==> src/rtl/core/mtfr_pkg.sv <==
`timescale 1ns / 1ps

package mtfr_pkg;

	// Sizing of the slot row and the item table.
	localparam int MAX_ITEMS  = 1024;
	localparam int SLOTS      = 2048;

	localparam int SLOT_W     = $clog2(SLOTS);
	localparam int NODE_W     = SLOT_W + 1;
	localparam int TREE_DEPTH = 2 * SLOTS;
	localparam int CNT_W      = SLOT_W + 1;
	localparam int NEXT_W     = SLOT_W + 1;
	localparam int ITEM_AW    = $clog2(MAX_ITEMS);
	localparam int EFF_MAX    = (MAX_ITEMS < SLOTS) ? MAX_ITEMS : SLOTS;

	// Fixed field widths of the ports.
	localparam int ITEM_W     = 11;
	localparam int ABOVE_W    = 10;
	localparam int STATUS_W   = 2;
	localparam int ABOVE_MAX  = (2 ** ABOVE_W) - 1;

	// Walk sequencing.
	localparam int STEP_W     = $clog2(NODE_W);
	localparam int QUERY_LAST = SLOT_W - 1;
	localparam int RMW_LAST   = SLOT_W;
	localparam int SWEEP_LAST = TREE_DEPTH - 1;

	// Operation codes on the op field.
	localparam logic OP_RESTART = 1'b0;
	localparam logic OP_ACCESS  = 1'b1;

	// Result status codes.
	localparam logic [STATUS_W-1:0] STATUS_OK    = 2'd0;
	localparam logic [STATUS_W-1:0] STATUS_RANGE = 2'd1;
	localparam logic [STATUS_W-1:0] STATUS_FULL  = 2'd2;

	// Walk register operations.
	localparam logic [2:0] WALK_HOLD  = 3'd0;
	localparam logic [2:0] WALK_STEP  = 3'd1;
	localparam logic [2:0] WALK_RDATA = 3'd2;
	localparam logic [2:0] WALK_OLD   = 3'd3;
	localparam logic [2:0] WALK_NEW   = 3'd4;

	typedef struct packed {
		logic              capture;
		logic              sweep_wr;
		logic              build_done;
		logic [NODE_W-1:0] sweep_node;
		logic [2:0]        walk_op;
		logic              query_rd;
		logic              rmw_rd;
		logic              rmw_first;
		logic              rmw_val;
		logic              commit;
		logic              out_load;
	} mtfr_cmd_t;

	typedef struct packed {
		logic restart;
		logic bad;
		logic out_free;
	} mtfr_sts_t;

endpackage

==> src/rtl/core/mtfr_ctrl.sv <==
`timescale 1ns / 1ps

module mtfr_ctrl
	import mtfr_pkg::*;
(
	input  logic      clk,
	input  logic      arst_n,
	input  logic      in_valid,
	output logic      in_stall,
	input  mtfr_sts_t sts,
	output mtfr_cmd_t cmd
);

	localparam logic [2:0] S_BUILD  = 3'd0;
	localparam logic [2:0] S_IDLE   = 3'd1;
	localparam logic [2:0] S_DECIDE = 3'd2;
	localparam logic [2:0] S_LOAD   = 3'd3;
	localparam logic [2:0] S_QUERY  = 3'd4;
	localparam logic [2:0] S_CLR    = 3'd5;
	localparam logic [2:0] S_SET    = 3'd6;
	localparam logic [2:0] S_OUT    = 3'd7;

	logic [2:0]        state_q, state_d;
	logic [STEP_W-1:0] step_q, step_d;
	logic [NODE_W-1:0] sweep_q, sweep_d;
	logic              reply_q, reply_d;

	always_comb begin
		cmd      = '0;
		state_d  = state_q;
		step_d   = step_q;
		sweep_d  = sweep_q;
		reply_d  = reply_q;
		in_stall = (state_q != S_IDLE);
		unique case (state_q)
			S_BUILD: begin
				cmd.sweep_wr   = 1'b1;
				cmd.sweep_node = sweep_q;
				if (sweep_q == NODE_W'(SWEEP_LAST)) begin
					cmd.build_done = 1'b1;
					reply_d        = 1'b0;
					state_d        = reply_q ? S_OUT : S_IDLE;
				end else begin
					sweep_d = sweep_q + NODE_W'(1);
				end
			end
			S_IDLE: begin
				if (in_valid) begin
					cmd.capture = 1'b1;
					state_d     = S_DECIDE;
				end
			end
			S_DECIDE: begin
				// The item table read for the access is issued here.
				if (sts.restart) begin
					sweep_d = NODE_W'(1);
					reply_d = 1'b1;
					state_d = S_BUILD;
				end else if (sts.bad) begin
					state_d = S_OUT;
				end else begin
					state_d = S_LOAD;
				end
			end
			S_LOAD: begin
				cmd.walk_op = WALK_RDATA;
				step_d      = '0;
				state_d     = S_QUERY;
			end
			S_QUERY: begin
				cmd.query_rd = 1'b1;
				if (step_q == STEP_W'(QUERY_LAST)) begin
					cmd.walk_op = WALK_OLD;
					step_d      = '0;
					state_d     = S_CLR;
				end else begin
					cmd.walk_op = WALK_STEP;
					step_d      = step_q + STEP_W'(1);
				end
			end
			S_CLR: begin
				cmd.rmw_rd    = 1'b1;
				cmd.rmw_first = (step_q == '0);
				cmd.rmw_val   = 1'b0;
				if (step_q == STEP_W'(RMW_LAST)) begin
					cmd.walk_op = WALK_NEW;
					step_d      = '0;
					state_d     = S_SET;
				end else begin
					cmd.walk_op = WALK_STEP;
					step_d      = step_q + STEP_W'(1);
				end
			end
			S_SET: begin
				cmd.rmw_rd    = 1'b1;
				cmd.rmw_first = (step_q == '0);
				cmd.rmw_val   = 1'b1;
				if (step_q == STEP_W'(RMW_LAST)) begin
					cmd.commit = 1'b1;
					step_d     = '0;
					state_d    = S_OUT;
				end else begin
					cmd.walk_op = WALK_STEP;
					step_d      = step_q + STEP_W'(1);
				end
			end
			S_OUT: begin
				if (sts.out_free) begin
					cmd.out_load = 1'b1;
					state_d      = S_IDLE;
				end
			end
			default: begin
				state_d = S_IDLE;
			end
		endcase
	end

	always_ff @(posedge clk or negedge arst_n) begin
		if (!arst_n) begin
			state_q <= S_BUILD;
			step_q  <= '0;
			sweep_q <= NODE_W'(1);
			reply_q <= 1'b0;
		end else begin
			state_q <= state_d;
			step_q  <= step_d;
			sweep_q <= sweep_d;
			reply_q <= reply_d;
		end
	end

	a_sweep_nonzero: assert property (@(posedge clk) disable iff (!arst_n)
		state_q == S_BUILD |-> sweep_q != '0)
		else $error("sweep addressed the unused tree node");

	a_step_bound: assert property (@(posedge clk) disable iff (!arst_n)
		(state_q == S_CLR || state_q == S_SET) |-> step_q <= STEP_W'(RMW_LAST))
		else $error("tree update walk ran past the root");

endmodule

==> config.mk <==
export PLATFORM = sky130hd
export DESIGN_NAME = mtfr_ctrl
export DESIGN_NICKNAME = d
export VERILOG_FILES = /design/src/rtl/core/mtfr_pkg.sv /design/src/rtl/core/mtfr_ctrl.sv
export SDC_FILE = /design/constraint.sdc
export NUM_CORES = 1
export LEC_CHECK = 0
export BUFFER_PORTS_ARGS = -buffer_cell sky130_fd_sc_hd__buf_4
export CAP_MARGIN = 20
export CORE_MARGIN = 3
export CORE_UTILIZATION = 50
export DETAILED_ROUTE_END_ITERATION = 10
export PLACE_DENSITY_LB_ADDON = 0.1
export SYNTH_ARGS = -nofsm -noshare
export SYNTH_HDL_FRONTEND = slang
export SYNTH_SLANG_ARGS = --single-unit
==> constraint.sdc <==
create_clock -name clk -period 3.25 [get_ports clk]
set_input_delay 0.65 -clock clk [delete_from_list [all_inputs] [get_ports clk]]
set_output_delay 0.65 -clock clk [all_outputs]
set_load 0.02 [all_outputs]
# Word level (Yosys, flattened, before mapping)
# Cells that the tools add are included.
[word_totals]
wordCells = 66
in_bits = 6
reg_bits = 20
out_inout_bits = 25
[classes]
reduce_logical = 8
n_addsub = 2
mux = 33
eq_ne = 19
[op_table]
columns = ["operator", "n"]
rows = [
  ["two-way mux 3 bit", 10],
  ["two-way mux 12 bit", 2],
  ["case mux 12 bit (2 select lines)", 1],
  ["case mux 3 bit (8 select lines)", 1],
  ["inequality test 2 bit, second input constant", 8],
  ["two-way mux 14 bit", 1],
  ["adder 12 x 1 -> 12 bit, second input constant", 1],
  ["== test 12 bit, second input constant", 1],
  ["== test 3 bit, second input constant", 4],
  ["case mux 3 bit (4 select lines)", 1],
  ["case mux 4 bit (3 select lines)", 1],
  ["two-way mux 1 bit", 11],
  ["== test 4 bit, second input constant", 2],
  ["two-way mux 4 bit", 2],
  ["== test 3 x 2 -> 1 bit, second input constant", 2],
  ["case mux 3 bit (2 select lines)", 1],
  ["AND reduction 3 bit", 2],
  ["AND reduction 6 bit", 1],
  ["adder 4 x 1 -> 4 bit, second input constant", 1],
  ["zero test 4 bit", 1],
  ["== test 3 x 1 -> 1 bit, second input constant", 1],
  ["zero test 3 bit", 1],
  ["inequality test 3 x 1 -> 1 bit, second input constant", 1],
  ["nonzero test 3 bit", 1],
  ["other kinds (4)", 4],
]

# Longest topological paths before layout
[depth]
ltp_word = 3
depth_mapped = 7
ltp_nobuf = 6

# Worst setup path before layout
# Ideal clock, no wire load.
[synth_path]
kind = "flip-flop to output port"
start = "register state_q[1]"
end = "output cmd[3] (netlist bit)"
arrival_time_ns = 1.656
stages_incl_launch_ff = 6
slack_ns = 0.944
path_buffers = 2
t_required_ns = 2.600
path_cell_list = "dfrtp_1 > buf_2 > clkbuf_1 > nand2b_1 > a21oi_1 > and4_1"
[synth_lines]
columns = ["element", "line", "rtl"]
rows = [
  ["start: declaration", "mtfr_ctrl.sv:23", "logic [2:0] state_q, state_d;"],
  ["start signal: assignment", "mtfr_ctrl.sv:126", "state_q <= state_d;"],
  ["end: declaration", "mtfr_ctrl.sv:11", "output mtfr_cmd_t cmd"],
]

==> run summary <==
status: finished, final reports clean
part of the power in combinational logic: 49.9%
global routing usage summed across all routing layers: 21.1%
total negative setup slack: 0 ps
Leakage Power: 0.737 nW
worst-case vdd ir drop: 0.684 mV
most used cells in the layout excluding fill and tap cells: buf_4, dfrtp_1, a21oi_1
Die Y-Extent: 59.1 um
Syn Nets: 178
core area: 2570 um2
Hold Fails Final Rpt: 0
count of cells resized by post-cts repair: 0
CTS tree: yes
vias: 1,390
required time of the worst setup path: 2600 ps
total design power: 1.34 mW
number of flip-flops and latches in the synthesized netlist: 20
Synth Warn #: 0
cts hold-fix bufs: 0
Max transition margin: 52.6%
crit path capture type: output pin
initial core utilization: 54.9%
number of filler instances in the final layout: 238
post-route design area: 1690 um2
maximum clock insertion buffer count: 2
number of synthesized flops with an enable pin: 0
post-detail-place hpwl: 2460 um
DRT iter0 DRCs: 65
horizontal extent of the die: 59.1 um
wire length after detailed routing: 3460 um
Port-buffer cells: 30
design internal power: 0.719 mW
Setup Crit Path Kind: reg2out
clock period minus worst slack: 2650 ps
Total Die Area: 3490 um2
pin count of the biggest net entering global routing: 21
clock power share: 15.5%
dpl cell area: 1640 um2
Max Transition Viols Final: 0
worst path setup slack after routing: 597 ps
per-instance average area after synthesis: 8.39 um2
setup repair after global routing missed its margin: false
count of H-tree levels built during CTS: 1
largest fanout on the critical path: 16
part of the Yosys area used for sequential elements: 35.6%
number of clock sinks: 20
row cnt: 18
remaining global-route overflow: 0
mean number of vias per cell: 6.21
Layout area overhead: 20.0%
asr flop ratio synth: 100%
post-CTS clock slew at the launch and capture registers of the worst setup and hold paths: 120 ps
net total in the final layout: 205
data arrival time at the worst-slack endpoint: 2000 ps
switching power of the nets: 0.624 mW
commonest register cell after synthesis: dfrtp_1
actual transition at the worst max-transition pin: 707 ps
fmax: 0.377 GHz
via count of the first global-routing pass: 1,261
wire length of the first global-routing pass: 5730 um
combined area of all synthesized cells: 1410 um2
final RePlAce weighted congestion: 0.817
root cell of the clock tree: clkbuf_4
IO Count: 31
total iterations of the first detailed-routing run: 4
final worst path period share: 81.6%
library cells used by synthesis: 44
share of post-route cells with drive strength above 1: 21.6%
detailed-route DRC error count: 0
worst-case setup slack after placement: 966 ps
total of max-cap violations: 0
Setup Fix Bufs, Post-CTS: 0
leading cell type in the layout, fill and taps excluded: buf_4
worst clock skew: 5.68 ps
pwr/cell area: 794 nW/um2
worst hold path type: in2async
antenna cells: 0
startpoint type of the worst setup path: register
antenna violations before repair: 0
share of total power in sequential cells: 34.6%
number of setup violations in the final report: 0
post-DR wirelength/cell: 15.4 um
worst skew pair latency: 310 ps
net switching share of the total power: 46.5%
Post-Synthesis Cells: 168
number of CTS-inserted buffers: 3
number of antenna-violating nets in the routed design: 0
==> sequential cells by signal, summed over array words and instances, names as in the netlist <==
name / count
sweep_q: 12
state_q: 3
step_q: 4
reply_q: 1
==> routing by layer <==
metal	wire length [um]	track usage, %	share of wire (%)	vias up
li1	-	-	-	680
met1	1520	25.8	44	661
met2	1680	38.3	49	44
met3	200	2.18	5.8	5
met4	51	7.12	1.5	0
met5	0	0	0	-
==> final cells by class <==
cell class                      instances  area (um2)  area share (%)
Clock buffer                            3        22.5            1.33
Sequential cell                        20         502            29.7
Inverter                               10        37.5            2.22
Tap cell                               30        37.5            2.22
Timing Repair Buffer                   31         233            13.8
Multi-Input combinational cell        129         828            49.0
Clock inverter                          1        30.0            1.78
==> power groups by stage <==
stage | Clock [mW] | Combinational, mW | Sequential, mW
global route | 0.224 | 0.746 | 0.485
detailed placement | 0 | 0.665 | 0.466
finish | 0.208 | 0.670 | 0.465
CTS | 0.212 | 0.673 | 0.461
floorplan | 0 | 0.551 | 0.374
global placement | 0 | 0.654 | 0.458
==> metrics by stage <==
step           hold WS, ps  utilization, %  std cells
6_report               196            65.8        224
5_1_grt                194            65.8        224
4_1_cts                196            65.8        224
3_3_place_gp           532            63.8        220
3_5_place_dp           549            63.8        220
2_1_floorplan          354               -        168
==> critical path: stages, from the launching register on <==
cell	delay [ps]
dfrtp_1	550
or4b_2	790
nor3_1	180
buf_4	170
==> worst paths after layout <==
path,startpoint,endpoint,slack [ps],cells after the start
setup / recovery,state_q[0]$_DFFE_PN0P_,cmd[21],600,3
hold / removal,arst_n,sweep_q[5]$_DFFE_PN0P_,200,1
setup reg to reg,sweep_q[0]$_DFFE_PN1P_,sweep_q[10]$_DFFE_PN0P_,970,5
hold reg to reg,step_q[0]$_DFFE_PN0P_,step_q[0]$_DFFE_PN0P_,580,1
max in group asynchronous,arst_n,sweep_q[0]$_DFFE_PN1P_,2790,1
min in group clk,step_q[0]$_DFFE_PN0P_,step_q[0]$_DFFE_PN0P_,580,1
==> cell families (layout without fill, tap and decap cells) <==
family | Yosys count | after routing | synth area share [%]
xor gates and xnor gates | 2 | 2 | 1.24
and+or+nand+nor | 79 | 79 | 33.5
AOI/OAI and AO/OA | 42 | 42 | 19.0
adders and majority gates | 4 | 4 | 3.55
buffers and inverters | 19 | 45 | 5.59
DFF | 20 | 20 | 35.6
muxes | 2 | 2 | 1.51
==> cells in the mapped netlist (2+ instances only) <==
cell,instances,area share (%)
nand4_1,5,2.2
ha_1,4,3.6
a32oi_1,2,1.2
buf_2,2,0.71
or4_1,6,3.2
a21oi_1,13,4.6
clkbuf_1,5,1.3
nor3_1,2,0.71
dfrtp_1,19,34
or3_1,6,2.7
nand3_1,8,2.8
o31ai_1,9,4.8
o41ai_1,2,1.2
nand2_1,12,3.2
and4_1,3,1.9
nand2b_1,4,1.8
inv_1,9,2.4
and3_1,3,1.3
nor2_1,9,2.4
nand3b_1,2,1.1
o21ai_0,10,3.6
and2_1,11,4.9
No activity file was read; power rests on OpenSTA's default activity.
